### src/rtl/core/iais_pkg.sv
// ----------------------------------------------------------------------------
// iais_pkg: shared types for the indexed array unit
// Operation codes, status codes, the per-cell command and CSR indexes.
// ----------------------------------------------------------------------------
package iais_pkg;

   // operation requested by an input beat
   typedef enum logic [3:0] {
      FN_SEARCH     = 4'd0,
      FN_UPDATE     = 4'd1,
      FN_READ       = 4'd2,
      FN_INSERT     = 4'd3,
      FN_REMOVE     = 4'd4,
      FN_PUSH_FRONT = 4'd5,
      FN_PUSH_BACK  = 4'd6,
      FN_POP_FRONT  = 4'd7,
      FN_POP_BACK   = 4'd8
   } iais_func_type;

   // result status, first failing check wins
   typedef enum logic [2:0] {
      STS_OK    = 3'd0,
      STS_RANGE = 3'd1,
      STS_FULL  = 3'd2,
      STS_EMPTY = 3'd3,
      STS_INDEX = 3'd4
   } iais_status_type;

   // command broadcast to the row of cells
   typedef enum logic [1:0] {
      OP_HOLD   = 2'd0,
      OP_WRITE  = 2'd1,
      OP_INSERT = 2'd2,
      OP_REMOVE = 2'd3
   } iais_op_type;

   // config register indexes
   localparam logic CSR_VALUE_MIN = 1'b0;
   localparam logic CSR_VALUE_MAX = 1'b1;

endpackage

### src/rtl/core/iais_req_if.sv
// ----------------------------------------------------------------------------
// iais_req_if: request channel
// Valid/ready channel carrying one operation beat.
// ----------------------------------------------------------------------------
interface iais_req_if #(
   parameter int VALUE_BITS = 16
);
   logic                         valid;
   logic                         ready;
   logic [3:0]                   func;
   logic [4:0]                   index;
   logic signed [VALUE_BITS-1:0] value;

   modport source (output valid, output func, output index, output value, input ready);
   modport sink   (input valid, input func, input index, input value, output ready);
endinterface

### src/rtl/core/iais_rsp_if.sv
// ----------------------------------------------------------------------------
// iais_rsp_if: response channel
// Valid/ready channel carrying one result beat.
// ----------------------------------------------------------------------------
interface iais_rsp_if #(
   parameter int VALUE_BITS = 16
);
   logic                         valid;
   logic                         ready;
   logic [2:0]                   status;
   logic                         found;
   logic [3:0]                   hit_index;
   logic signed [VALUE_BITS-1:0] read_value;
   logic [4:0]                   count;

   modport source (output valid, output status, output found, output hit_index,
                   output read_value, output count, input ready);
   modport sink   (input valid, input status, input found, input hit_index,
                   input read_value, input count, output ready);
endinterface

### src/rtl/core/iais_cell.sv
// ----------------------------------------------------------------------------
// iais_cell: one array entry
// Holds one value, takes a neighbor's value on insert/remove shifts and
// compares its value against the search key.
// ----------------------------------------------------------------------------
module iais_cell #(
   parameter int CELL_INDEX = 0,
   parameter int VALUE_BITS = 16,
   parameter int POS_BITS   = 5
) (
   input  logic                         clock,
   input  iais_pkg::iais_op_type        op,
   input  logic [POS_BITS-1:0]          pos,
   input  logic [POS_BITS-1:0]          count,
   input  logic signed [VALUE_BITS-1:0] key,
   input  logic signed [VALUE_BITS-1:0] left_data,
   input  logic signed [VALUE_BITS-1:0] right_data,
   output logic signed [VALUE_BITS-1:0] data,
   output logic                         match
);
   import iais_pkg::*;

   localparam logic [POS_BITS-1:0] MY_POS = POS_BITS'(CELL_INDEX);

   logic signed [VALUE_BITS-1:0] elem_ff;
   logic signed [VALUE_BITS-1:0] elem_in;

   // next value from command and position
   always_comb begin
      elem_in = elem_ff;
      case (op)
         OP_WRITE: begin
            if (MY_POS == pos) elem_in = key;
         end
         OP_INSERT: begin
            if (MY_POS == pos) elem_in = key;
            else if (MY_POS > pos) elem_in = left_data;
         end
         OP_REMOVE: begin
            if (MY_POS >= pos) elem_in = right_data;
         end
         default: elem_in = elem_ff;
      endcase
   end

   always_ff @(posedge clock) begin
      elem_ff <= elem_in;
   end

   assign data  = elem_ff;
   assign match = (MY_POS < count) && (elem_ff == key);

endmodule

### src/rtl/core/iais_row.sv
// ----------------------------------------------------------------------------
// iais_row: row of cells
// Chains the cells, finds the first matching entry and reads one entry.
// ----------------------------------------------------------------------------
module iais_row #(
   parameter int MAX_ELEMENTS = 16,
   parameter int VALUE_BITS   = 16,
   parameter int POS_BITS     = 5,
   parameter int IDX_BITS     = 4
) (
   input  logic                         clock,
   input  iais_pkg::iais_op_type        op,
   input  logic [POS_BITS-1:0]          pos,
   input  logic [POS_BITS-1:0]          count,
   input  logic signed [VALUE_BITS-1:0] key,
   input  logic [IDX_BITS-1:0]          rd_pos,
   output logic signed [VALUE_BITS-1:0] rd_data,
   output logic                         hit,
   output logic [POS_BITS-1:0]          hit_pos
);
   import iais_pkg::*;

   logic signed [VALUE_BITS-1:0] cell_data [MAX_ELEMENTS];
   logic [MAX_ELEMENTS-1:0]      cell_match;

   // cells with neighbor links; end cells loop back to themselves
   for (genvar i = 0; i < MAX_ELEMENTS; i++) begin : g_cell
      logic signed [VALUE_BITS-1:0] left_w;
      logic signed [VALUE_BITS-1:0] right_w;

      if (i == 0) begin : g_first
         assign left_w = cell_data[i];
      end else begin : g_left
         assign left_w = cell_data[i-1];
      end
      if (i == MAX_ELEMENTS - 1) begin : g_last
         assign right_w = cell_data[i];
      end else begin : g_right
         assign right_w = cell_data[i+1];
      end

      iais_cell #(
         .CELL_INDEX (i),
         .VALUE_BITS (VALUE_BITS),
         .POS_BITS   (POS_BITS)
      ) u_cell (
         .clock      (clock),
         .op         (op),
         .pos        (pos),
         .count      (count),
         .key        (key),
         .left_data  (left_w),
         .right_data (right_w),
         .data       (cell_data[i]),
         .match      (cell_match[i])
      );
   end

   // first matching cell wins
   always_comb begin
      hit     = 1'b0;
      hit_pos = '0;
      for (int i = MAX_ELEMENTS - 1; i >= 0; i--) begin
         if (cell_match[i]) begin
            hit     = 1'b1;
            hit_pos = POS_BITS'(i);
         end
      end
   end

   // indexed read
   assign rd_data = cell_data[rd_pos];

endmodule

### src/rtl/core/indexed_array_insert_remove_search_unit.sv
// A result beat is presented the cycle after its request beat is taken.
// One operation per cycle unless a result stalls; every cell shifts or compares.
// A waiting result does not block the next request while the sink takes it.
// Reset clears the entry count and the result valid, and sets the value limits
// to the full 16-bit signed range; stored entries are undefined until written.
// ----------------------------------------------------------------------------
// indexed_array_insert_remove_search_unit: bounded ordered array
// Insert, remove, update, read and search over a row of shifting cells.
// ----------------------------------------------------------------------------
module indexed_array_insert_remove_search_unit #(
   parameter int MAX_ELEMENTS = 16,
   parameter int VALUE_BITS   = 16
) (
   input  logic        clock,
   input  logic        reset,
   iais_req_if.sink    req,
   iais_rsp_if.source  rsp,
   input  logic        csr_wr_en,
   input  logic        csr_index,
   input  logic [15:0] csr_wdata
);
   import iais_pkg::*;

   localparam int CNT_BITS = $clog2(MAX_ELEMENTS + 1);
   localparam int POS_BITS = (CNT_BITS > 5) ? CNT_BITS : 5;
   localparam int IDX_BITS = (MAX_ELEMENTS > 1) ? $clog2(MAX_ELEMENTS) : 1;
   localparam int RNG_BITS = (VALUE_BITS > 16) ? VALUE_BITS : 16;
   localparam logic [POS_BITS-1:0] MAX_POS = POS_BITS'(MAX_ELEMENTS);

   // config registers
   logic signed [15:0] value_min_ff;
   logic signed [15:0] value_max_ff;

   always_ff @(posedge clock) begin
      if (reset) begin
         value_min_ff <= 16'sh8000;
         value_max_ff <= 16'sh7fff;
      end else if (csr_wr_en) begin
         if (csr_index == CSR_VALUE_MIN) value_min_ff <= csr_wdata;
         if (csr_index == CSR_VALUE_MAX) value_max_ff <= csr_wdata;
      end
   end

   // state and result registers
   logic [CNT_BITS-1:0]          count_ff;
   logic [CNT_BITS-1:0]          count_in;
   logic                         rsp_valid_ff;
   logic [2:0]                   status_ff;
   logic                         found_ff;
   logic [3:0]                   hit_index_ff;
   logic signed [VALUE_BITS-1:0] read_value_ff;
   logic [4:0]                   count_out_ff;

   logic accept;
   assign req.ready = !rsp_valid_ff || rsp.ready;
   assign accept    = req.valid && req.ready;

   // operand views
   iais_func_type                fn;
   logic [POS_BITS-1:0]          cnt_x;
   logic [POS_BITS-1:0]          k_x;
   logic signed [RNG_BITS-1:0]   key_x;
   logic signed [RNG_BITS-1:0]   min_x;
   logic signed [RNG_BITS-1:0]   max_x;
   logic                         in_range;
   logic                         empty;
   logic                         full;

   assign fn       = iais_func_type'(req.func);
   assign cnt_x    = POS_BITS'(count_ff);
   assign k_x      = POS_BITS'(req.index);
   assign key_x    = RNG_BITS'(req.value);
   assign min_x    = RNG_BITS'(value_min_ff);
   assign max_x    = RNG_BITS'(value_max_ff);
   assign in_range = (key_x >= min_x) && (key_x <= max_x);
   assign empty    = (count_ff == '0);
   assign full     = (cnt_x >= MAX_POS);

   // row interface
   iais_op_type                  op_dec;
   iais_op_type                  row_op;
   logic [POS_BITS-1:0]          pos_dec;
   logic signed [VALUE_BITS-1:0] rd_data;
   logic                         row_hit;
   logic [POS_BITS-1:0]          row_hit_pos;

   assign row_op = accept ? op_dec : OP_HOLD;

   iais_row #(
      .MAX_ELEMENTS (MAX_ELEMENTS),
      .VALUE_BITS   (VALUE_BITS),
      .POS_BITS     (POS_BITS),
      .IDX_BITS     (IDX_BITS)
   ) u_row (
      .clock   (clock),
      .op      (row_op),
      .pos     (pos_dec),
      .count   (cnt_x),
      .key     (req.value),
      .rd_pos  (k_x[IDX_BITS-1:0]),
      .rd_data (rd_data),
      .hit     (row_hit),
      .hit_pos (row_hit_pos)
   );

   // operation decode with ordered checks
   iais_status_type              sts_dec;
   logic                         found_dec;
   logic [POS_BITS-1:0]          hit_dec;
   logic signed [VALUE_BITS-1:0] rd_dec;

   always_comb begin
      op_dec    = OP_HOLD;
      pos_dec   = k_x;
      sts_dec   = STS_OK;
      found_dec = 1'b0;
      hit_dec   = '0;
      rd_dec    = '0;
      count_in  = count_ff;
      unique case (fn) inside
         FN_SEARCH: begin
            if (!in_range) sts_dec = STS_RANGE;
            else begin
               found_dec = row_hit;
               hit_dec   = row_hit_pos;
            end
         end
         FN_UPDATE: begin
            if (empty) sts_dec = STS_EMPTY;
            else if (k_x >= cnt_x) sts_dec = STS_INDEX;
            else if (!in_range) sts_dec = STS_RANGE;
            else op_dec = OP_WRITE;
         end
         FN_READ: begin
            if (empty) sts_dec = STS_EMPTY;
            else if (k_x >= cnt_x) sts_dec = STS_INDEX;
            else rd_dec = rd_data;
         end
         FN_INSERT, FN_PUSH_FRONT, FN_PUSH_BACK: begin
            if (fn == FN_PUSH_FRONT) pos_dec = '0;
            else if (fn == FN_PUSH_BACK) pos_dec = cnt_x;
            if (!in_range) sts_dec = STS_RANGE;
            else if (full) sts_dec = STS_FULL;
            else if (fn == FN_INSERT && k_x > cnt_x) sts_dec = STS_INDEX;
            else begin
               op_dec   = OP_INSERT;
               count_in = count_ff + 1'b1;
            end
         end
         FN_REMOVE, FN_POP_FRONT, FN_POP_BACK: begin
            if (fn == FN_POP_FRONT) pos_dec = '0;
            else if (fn == FN_POP_BACK) pos_dec = cnt_x - 1'b1;
            if (empty) begin
               // popping an empty array is a quiet no-op
               if (fn == FN_REMOVE) sts_dec = STS_EMPTY;
            end else if (fn == FN_REMOVE && k_x >= cnt_x) sts_dec = STS_INDEX;
            else begin
               op_dec   = OP_REMOVE;
               count_in = count_ff - 1'b1;
            end
         end
         default: op_dec = OP_HOLD;
      endcase
   end

   logic [POS_BITS-1:0] count_in_x;
   assign count_in_x = POS_BITS'(count_in);

   // count and valid
   always_ff @(posedge clock) begin
      if (reset) begin
         count_ff     <= '0;
         rsp_valid_ff <= 1'b0;
      end else begin
         if (accept) begin
            count_ff     <= count_in;
            rsp_valid_ff <= 1'b1;
         end else if (rsp.ready) begin
            rsp_valid_ff <= 1'b0;
         end
      end
   end

   // result payload
   always_ff @(posedge clock) begin
      if (accept) begin
         status_ff     <= sts_dec;
         found_ff      <= found_dec;
         hit_index_ff  <= hit_dec[3:0];
         read_value_ff <= rd_dec;
         count_out_ff  <= count_in_x[4:0];
      end
   end

   assign rsp.valid      = rsp_valid_ff;
   assign rsp.status     = status_ff;
   assign rsp.found      = found_ff;
   assign rsp.hit_index  = hit_index_ff;
   assign rsp.read_value = read_value_ff;
   assign rsp.count      = count_out_ff;

endmodule

### src/flat_wrapper.sv
// flat-port wrapper written by rule: the top's interface ports become plain ports
module indexed_array_insert_remove_search_unit_flat import iais_pkg::*;
#(
   parameter int MAX_ELEMENTS = 16,
   parameter int VALUE_BITS   = 16
)
  (clock, reset, csr_wr_en, csr_index, csr_wdata, req_valid, req_func, req_index, req_value, req_ready, rsp_valid, rsp_status, rsp_found, rsp_hit_index, rsp_read_value, rsp_count, rsp_ready);
  iais_req_if #(.VALUE_BITS(VALUE_BITS)) req_i ();
  iais_rsp_if #(.VALUE_BITS(VALUE_BITS)) rsp_i ();
  input  logic clock;
  input  logic reset;
  input  logic csr_wr_en;
  input  logic csr_index;
  input  logic [15:0] csr_wdata;
  input wire logic [$bits(req_i.valid)-1:0] req_valid;
  input wire logic [$bits(req_i.func)-1:0] req_func;
  input wire logic [$bits(req_i.index)-1:0] req_index;
  input wire logic [$bits(req_i.value)-1:0] req_value;
  output wire logic [$bits(req_i.ready)-1:0] req_ready;
  output wire logic [$bits(rsp_i.valid)-1:0] rsp_valid;
  output wire logic [$bits(rsp_i.status)-1:0] rsp_status;
  output wire logic [$bits(rsp_i.found)-1:0] rsp_found;
  output wire logic [$bits(rsp_i.hit_index)-1:0] rsp_hit_index;
  output wire logic [$bits(rsp_i.read_value)-1:0] rsp_read_value;
  output wire logic [$bits(rsp_i.count)-1:0] rsp_count;
  input wire logic [$bits(rsp_i.ready)-1:0] rsp_ready;
  assign req_i.valid = req_valid;
  assign req_i.func = req_func;
  assign req_i.index = req_index;
  assign req_i.value = req_value;
  assign req_ready = req_i.ready;
  assign rsp_valid = rsp_i.valid;
  assign rsp_status = rsp_i.status;
  assign rsp_found = rsp_i.found;
  assign rsp_hit_index = rsp_i.hit_index;
  assign rsp_read_value = rsp_i.read_value;
  assign rsp_count = rsp_i.count;
  assign rsp_i.ready = rsp_ready;
  indexed_array_insert_remove_search_unit #(.MAX_ELEMENTS(MAX_ELEMENTS), .VALUE_BITS(VALUE_BITS)) u_core (.clock(clock), .reset(reset), .req(req_i), .rsp(rsp_i), .csr_wr_en(csr_wr_en), .csr_index(csr_index), .csr_wdata(csr_wdata));
endmodule
### config.mk
export PLATFORM = sky130hd
export DESIGN_NAME = indexed_array_insert_remove_search_unit_flat
export DESIGN_NICKNAME = d
export VERILOG_FILES = /design/src/rtl/core/iais_pkg.sv /design/src/rtl/core/iais_req_if.sv /design/src/rtl/core/iais_rsp_if.sv /design/src/rtl/core/iais_cell.sv /design/src/rtl/core/iais_row.sv /design/src/rtl/core/indexed_array_insert_remove_search_unit.sv /design/src/flat_wrapper.sv
export SDC_FILE = /design/constraint.sdc
export NUM_CORES = 1
export LEC_CHECK = 0
export BUFFER_PORTS_ARGS = -buffer_cell sky130_fd_sc_hd__buf_2
export CAP_MARGIN = 20
export CELL_PAD_IN_SITES_DETAIL_PLACEMENT = 0
export CELL_PAD_IN_SITES_GLOBAL_PLACEMENT = 1
export CORE_ASPECT_RATIO = 0.75
export CORE_MARGIN = 5
export CORE_UTILIZATION = 45
export CTS_CLUSTER_SIZE = 14
export DETAILED_ROUTE_END_ITERATION = 10
export HOLD_SLACK_MARGIN = 0.03
export PLACE_DENSITY_LB_ADDON = 0.2
export SKIP_CTS_REPAIR_TIMING = 1
export SLEW_MARGIN = 10
export SYNTH_ARGS = -nofsm -noshare
export SYNTH_HDL_FRONTEND = slang
export SYNTH_HIERARCHICAL = 1
export SYNTH_SLANG_ARGS = --single-unit
### constraint.sdc
create_clock -name clock -period 19.1 [get_ports clock]
set_input_delay 0.955 -clock clock [delete_from_list [all_inputs] [get_ports clock]]
set_output_delay 0.955 -clock clock [all_outputs]
set_load 0.03 [all_outputs]
==> results of run 1 <==
## registers in the layout (all words and copies together), names as in the netlist
name	cells
u_core/u_row/g_cell.u_cell/data	256
u_core/max_x	16
u_core/min_x	16
u_core/rsp.read_value	16
u_core/cnt_x	5
u_core/rsp.count	5
u_core/rsp.hit_index	4
u_core/rsp.status	3
u_core/rsp.found	1
u_core/rsp.valid	1
## worst paths after layout
kind                    from                                     to  slack (ns)
max             req_value[4]  u_core/u_row/g_cell[1].u_cell/data[0]       13.38
min reg2reg  u_core/min_x[6]                        u_core/min_x[6]        0.46
max reg2reg  u_core/cnt_x[3]  u_core/u_row/g_cell[1].u_cell/data[0]       13.39
min          u_core/min_x[6]                        u_core/min_x[6]        0.46
## routing by layer
| metal | track usage | vias up | wire (um) |
|---|---|---|---|
| li1 | - | 8452 | - |
| met1 | 0.466 | 9837 | 36500 |
| met2 | 0.431 | 1506 | 36200 |
| met3 | 0.102 | 153 | 12600 |
| met4 | 0.0797 | 0 | 2590 |
| met5 | 0 | - | 0 |
## worst max-delay path, delay by kind of cell
| kind | cells | cell delay [ns] |
|---|---|---|
| buf+inv | 5 | 2.14 |
| compound gates | 3 | 1.32 |
| simple gates | 6 | 1.09 |
| fa+ha+maj | 1 | 0.32 |
| mux | 1 | 0.20 |
## area by class of cell
cell class              count  area, um2  area share
diodes                      3       7.51    0.000304
clock buffers              47        996      0.0403
clock inverters            18        120     0.00486
inverters                  68        255      0.0103
multi-input cells        1600      12300       0.499
flip-flops and latches    323       9320       0.377
well taps                 657        822      0.0333
repair buffers            138        870      0.0352
## layout by cell type (no fill, tap or decap), types with 6 or more instances in the layout
cell type	instances
sky130_fd_sc_hd__nand2b_1	7
sky130_fd_sc_hd__nor2_1	181
sky130_fd_sc_hd__inv_1	51
sky130_fd_sc_hd__dfxtp_1	38
sky130_fd_sc_hd__a21o_1	6
sky130_fd_sc_hd__xnor2_1	133
sky130_fd_sc_hd__nor4_2	6
sky130_fd_sc_hd__xor2_1	126
sky130_fd_sc_hd__mux4_2	56
sky130_fd_sc_hd__o21a_1	6
sky130_fd_sc_hd__a2bb2oi_2	30
sky130_fd_sc_hd__clkbuf_16	38
sky130_fd_sc_hd__nor4_1	38
sky130_fd_sc_hd__buf_2	76
sky130_fd_sc_hd__nand2_1	90
sky130_fd_sc_hd__a2bb2oi_1	82
sky130_fd_sc_hd__nand4_1	39
sky130_fd_sc_hd__ha_1	39
sky130_fd_sc_hd__a21oi_1	197
sky130_fd_sc_hd__a31o_2	6
sky130_fd_sc_hd__buf_4	58
sky130_fd_sc_hd__nor2b_1	6
sky130_fd_sc_hd__clkinv_1	17
sky130_fd_sc_hd__inv_2	10
sky130_fd_sc_hd__nand3_1	24
sky130_fd_sc_hd__mux4_1	8
sky130_fd_sc_hd__and3_1	20
sky130_fd_sc_hd__clkbuf_1	7
sky130_fd_sc_hd__o22ai_1	248
sky130_fd_sc_hd__nor3_1	13
sky130_fd_sc_hd__o21ai_0	18
sky130_fd_sc_hd__edfxtp_1	285
sky130_fd_sc_hd__a211o_1	17
sky130_fd_sc_hd__o22ai_2	10
sky130_fd_sc_hd__a31oi_1	10
sky130_fd_sc_hd__a22oi_1	37
sky130_fd_sc_hd__nor3_2	7
sky130_fd_sc_hd__and2_1	25
## power groups by stage
stage / combinational, mW / sequential [mW] / clock [mW]
finish: 0.327 / 0.796 / 0.690
global route: 0.346 / 0.797 / 0.726
CTS: 0.318 / 0.796 / 0.697
floorplan: 0.195 / 0.817 / 0
detailed placement: 0.316 / 0.811 / 0
global placement: 0.312 / 0.811 / 0
## per-stage QoR
stage | power, mW | utilization | setup WS, ns | hold slack, ns | instances
global placement | 1.12 | 0.472 | 12.97 | 0.443 | 2780
global route | 1.87 | 0.496 | 12.97 | 0.481 | 2854
CTS | 1.81 | 0.495 | 13.42 | 0.458 | 2848
detailed placement | 1.13 | 0.473 | 12.91 | 0.450 | 2783
finish | 1.81 | 0.496 | 13.38 | 0.456 | 2854
floorplan | 1.01 | - | 10.74 | 0.435 | 2111
==> run summary, run 1 <==
For this run, design rule violations remaining after detail routing come to 0. TritonCTS created 37 clock buffers. TritonCTS built the clock tree.

The initial antenna violation count is 5. The average instance area after synthesis is 10.7 um2. The congestion estimate from routability-driven global placement came to 0.935. The average wire per standard cell is 30.8 um. For this design, the slowest cell found on the critical path is sky130_fd_sc_hd__a31oi_2.

The total standard cell area after synthesis came out at 22500 um2. The nature of the critical path startpoint is an input pin. The power per cell area came out at 73.4 nW/um2. The first global-routing pass estimated 128000 um of wire.

The kind of end point of the critical path is a register. Setup repair after global routing left no endpoint under its margin. The area added between synthesis and finish is 9.84%.

The total congestion overflow after global routing is 0. The share of post-route cells with drive strength above 1 is 0.168. The number of core rows is 71. The arrival time at the worst endpoint came out at 6.11 ns. In this run the tightest slew margin relative to its limit is 0.207. The number of filler instances in the final layout is 4548. Yosys printed 6 warnings.

Walking the worst path, the cells encountered are buf_2 -> buf_4 -> ha_1 -> nand4_1 -> nor3_1 -> a2111oi_2 -> mux2i_1 -> or3_1 -> and2_1 -> nor2_4 -> buf_4 -> buf_4 -> inv_2 -> a31oi_2 -> nor2_1 -> a21oi_1. The run finished with clean final reports. The die area is 54600 um2. The routed layout has 19900 vias. The highest ir drop seen on vdd came out at 0.0443 mV. The sequential share of power came out at 0.439. The synthesized instance count is 2111. At the worst endpoint, the required time is 19.49 ns. In this run, the number of DRC markers left after iteration 0 of detailed routing was 3109.

The number of cells on the worst reg-to-reg path came out at 17. The sum of routed wire length over all layers is 87900 um. The count of max-cap constraint violations is 0. The switching share of power is 0.294. The largest stage delay on the critical path is 0.80 ns. The core region is 49800 um2.

Summing all placed instances gives a cell area of 23600 um2. In the finished design, the share of the clock period the worst path needs comes to 0.299. The die is 268 um wide. The switching component of the power is 533 uW.

The maximum fanout count along the critical path is 50. Counting along the longest clock path gives a buffer depth of 3. The smallest clock period supported by the final layout is computed as 5.72 ns.

Entering global routing, the biggest net connects 104 pins. The number of hold violations in the final report is 0. The count of pins over their slew limit came out at 0. The area of all placed cells without fillers is 24700 um2. The count of cells along the worst hold path is 2. CTS placed an instance of sky130_fd_sc_hd__clkbuf_16 at the clock tree root. The measured slew at the worst slew-check pin came out at 1.18 ns. The static leakage is 8.33 nW.

The via count of the first global-routing pass was 18600. The total iterations of the first detailed-routing run came out at 6. The internal power contribution came out at 1.28 mW.

The final-report setup violation count came out at 0. The type of the worst setup path is input pin to register. The total of buffers placed on input and output ports came out at 77. After routing, the total negative slack on setup checks comes to 0 ns.

The detail route stage leaves a number of antenna-violating nets equal to 0. The initial standard-cell utilization of the core came out at 0.452. The clock drives 323 sinks. In the routed layout, each cell is associated on average with a via count of 6.99.

The clock power share is 0.380. The clock tree synthesis step divided the H-tree into 2 levels. In this run the count of I/O pins placed on the die edge is 78. The clock latency of the later-clocked register in the worst-skew pair is 0.55 ns. The clock transition at the registers of the reported paths is 0.06 ns. The path class of the tightest hold or removal check is register to register. The combinational fraction of design power is 0.180. From bottom edge to top edge, the die measures 204 um. Across every metal layer, demand over resource in global routing totals 0.310. Detailed placement ended at an HPWL of 59500 um. The layout net count came out at 2254. Counting every net in the synthesized netlist gives 2197. Timing would allow up to 0.175 GHz. The most numerous cell type found on the critical path is sky130_fd_sc_hd__buf_4. Across the routed clock network, the largest skew measured is 0.0370 ns.
No activity file was read; power rests on OpenSTA's default activity.
==> run 2: changes to the inputs <==
- clock period: 19.1 -> 4.8 ns (I/O delays scaled with it)
==> run 2 against run 1 <==
Register-to-register slack got worse by 13 ns. Worst setup slack got worse by 13 ns. Worst hold slack got worse by 0.31 ns. Critical endpoint is now u_core/u_row/g_cell[2].u_cell/data[10]. Largest power group unchanged.
==> run summary, run 2 (synthesized netlist as in run 1, its figures left out) <==
Commonest cells after routing, fill and taps aside: sky130_fd_sc_hd__edfxtp_1, sky130_fd_sc_hd__o22ai_1, sky130_fd_sc_hd__a21oi_1, sky130_fd_sc_hd__nor2_1, sky130_fd_sc_hd__xnor2_1 (unchanged). The buffer type at the clock tree root is sky130_fd_sc_hd__clkbuf_16 (unchanged). The combinational fraction of design power is 0.175 (was 0.180). The initial standard-cell utilization of the core came out at 0.452 (unchanged). The static leakage is 8.58 nW (was 8.33 nW). The remaining routing DRC violations came out at 0 (unchanged).

The share of post-route cells with drive strength above 1 was 0.181 (was 0.168). The via count of the first global-routing pass was 18200 (was 18600). The detailed-route via count came out at 20000 (was 19900).

The last weighted congestion value of the routability-driven placer came out at 0.965 (was 0.935). The type of the worst setup path is register to register (was input pin to register). The number of buffers on the longest clock path is 3 (unchanged).

The worst setup slack after layout was 0.407 ns (was 13.38 ns). The global-route wire length before repair came to 128000 um (about the same). The maximum fanout count along the critical path is 39 (was 50).

The number of core rows is 71 (unchanged). The number of placed instances, taps included is 2808 (was 2783). The highest ir drop seen on vdd is 0.195 mV (was 0.0443 mV).

The post-placement setup slack is 0.327 ns (was 12.91 ns). The sequential share of power came out at 0.423 (was 0.439). The total power came out at 7.49 mW (was 1.81 mW).

The clock latency of the later-clocked register in the worst-skew pair is 0.59 ns (was 0.55 ns). The final design utilization came out at 0.506 (was 0.496). The global routing usage on met1 was 0.497 (was 0.466). The flip-flop count of the largest register, all copies and words added is 256 (unchanged).

The required time of the critical path came out at 5.05 ns (was 19.49 ns). The final-report setup violation count came out at 0 (unchanged). The kind of end point of the critical path was a register (unchanged). The total of buffers placed on input and output ports is 77 (unchanged). The number of hold violations in the final report is 0 (unchanged). The maximum clock skew at final layout came to 0.0272 ns (was 0.0370 ns). The post-route minimum period came out at 4.39 ns. The switching component of the power came out at 2.15 mW (was 533 uW). The count of non-filler cells in the finished layout was 2895 (was 2854).

The fmax is 0.228 GHz. The power per cell area is 297 nW/um2 (was 73.4 nW/um2). The total congestion overflow after global routing was 0 (unchanged).

The total track usage came to 0.311 (was 0.310). The initial DRC count came out at 3241 (was 3109). The remaining number of nets flagged by the antenna check after routing is 0 (unchanged).

The nature of the critical path startpoint is a register (was input pin). The met2 usage in global routing came out at 0.403 (was 0.431). The area inside the core boundary came out at 49800 um2 (unchanged).

The total number of H-tree levels is 2 (unchanged). The type of the most critical hold path is input pin to register (was register to register). The worst slew margin relative to its limit came out at 0.257 (was 0.207). The initial antenna violation count was 3 (was 5).

The half-perimeter wire length of the detailed placement result is 62500 um (was 59500 um). The share of the clock period used by the worst path after layout is 0.915. The peak-usage layer in the global routing report is met1 (unchanged). The average wire per standard cell is 30.2 um (was 30.8 um).

The measured slew at the worst slew-check pin was 1.11 ns (was 1.18 ns). The count of boundary I/O pins came out at 78 (unchanged). The sum of routed wire length over all layers is 87400 um (was 87900 um).

The leading cell type in the layout, fill and taps excluded is sky130_fd_sc_hd__edfxtp_1 (unchanged). The clock transition at the registers of the reported paths is 0.06 ns (about the same). The arrival time at the worst endpoint is 4.65 ns (was 6.11 ns).

The accumulated negative setup slack came out at 0 ns (unchanged). The area added between synthesis and finish is 12.1% (was 9.84%). The largest net degree at the start of global routing was 84 (was 104). The clock power share is 0.402 (was 0.380). The total iterations of the first detailed-routing run is 7 (was 6). The CTS tree is built (unchanged). The die width is 268 um (unchanged).

The die area is 54600 um2 (unchanged). The CTS buffer count is 38 (was 37). The switching share of power is 0.286 (was 0.294). Run status: complete, no violations (unchanged). The count of max-cap constraint violations came out at 0 (unchanged). The sink count of the clock tree is 323 (unchanged). The count of pins over their slew limit came out at 0 (unchanged). The layout net count came to 2296 (was 2254). The met3 capacity usage during global routing was 0.0983 (was 0.102). The die height is 204 um (unchanged).

The ratio of routed vias to standard cells came out at 6.91 (was 6.99). Setup repair after global routing missed its margin: false (unchanged). The internal power contribution is 5.35 mW (was 1.28 mW).
## run 2: cell types whose count changed in the layout (fill, tap and decap cells not counted), moves of 4 or more
cell / previous run / this run
sky130_fd_sc_hd__dlygate4sd3_1: 0 / 18
sky130_fd_sc_hd__clkinv_1: 17 / 10
sky130_fd_sc_hd__clkbuf_1: 7 / 11
sky130_fd_sc_hd__bufinv_16: 1 / 5
sky130_fd_sc_hd__buf_4: 58 / 80
sky130_fd_sc_hd__dfxtp_1: 38 / 34
## run 2: per-stage QoR
step	hold slack, ns	instance area (um2)
after floorplan	0.358	22600
after global placement	0.434	23800
after detailed placement	0.442	23800
after CTS	-0.118	25000
after global routing	0.144	25200
final	0.149	25200
## run 2: area by class of cell
| cell class | instances | area (um2) |
|---|---|---|
| Sequential cell | 323 | 9330 |
| Clock buffer | 50 | 1010 |
| Clock inverter | 17 | 225 |
| Multi-Input combinational cell | 1600 | 12300 |
| Tap cell | 657 | 822 |
| Fill cell | 4494 | 24600 |
| Antenna cell | 1 | 2.50 |
| Inverter | 68 | 259 |
| Timing Repair Buffer | 179 | 1250 |
## run 2: routing by layer
metal | wire (um) | vias to the layer above
li1 | - | 8529
met1 | 38100 | 9867
met2 | 34000 | 1446
met3 | 12800 | 163
met4 | 2390 | 2
met5 | 9 | -
## run 2: final timing paths
kind / start / end / slack [ns] / cells past startpoint
worst max-delay path: u_core/cnt_x[2] / u_core/u_row/g_cell[2].u_cell/data[10] / 0.41 / 15
worst min-delay path: csr_wr_en / u_core/max_x[15] / 0.15 / 3
worst max register to register: u_core/cnt_x[2] / u_core/u_row/g_cell[2].u_cell/data[10] / 0.41 / 15
worst min register to register: u_core/min_x[3] / u_core/min_x[3] / 0.46 / 2
## run 2: power groups by stage
stage / combinational (mW) / clock, mW / sequential, mW
after floorplan: 0.781 / 0 / 3.25
after global placement: 1.24 / 0 / 3.23
after detailed placement: 1.26 / 0 / 3.23
after CTS: 1.26 / 3.05 / 3.17
after global routing: 1.40 / 3.16 / 3.17
final: 1.31 / 3.01 / 3.17
## run 2: critical path, stage by stage, from the launching register on
cell                       delay (ns)
sky130_fd_sc_hd__dfxtp_4         0.50
sky130_fd_sc_hd__inv_1           0.19
sky130_fd_sc_hd__ha_1            0.22
sky130_fd_sc_hd__a21o_1          0.17
sky130_fd_sc_hd__a21oi_1         0.23
sky130_fd_sc_hd__a21oi_1         0.17
sky130_fd_sc_hd__nor2_2          0.24
sky130_fd_sc_hd__nand2_1         0.14
sky130_fd_sc_hd__or3_1           0.52
sky130_fd_sc_hd__and2_1          0.26
sky130_fd_sc_hd__nor2_4          0.28
sky130_fd_sc_hd__buf_12          0.26
sky130_fd_sc_hd__buf_4           0.29
sky130_fd_sc_hd__a21oi_1         0.08
sky130_fd_sc_hd__a211oi_2        0.16
sky130_fd_sc_hd__buf_4           0.30
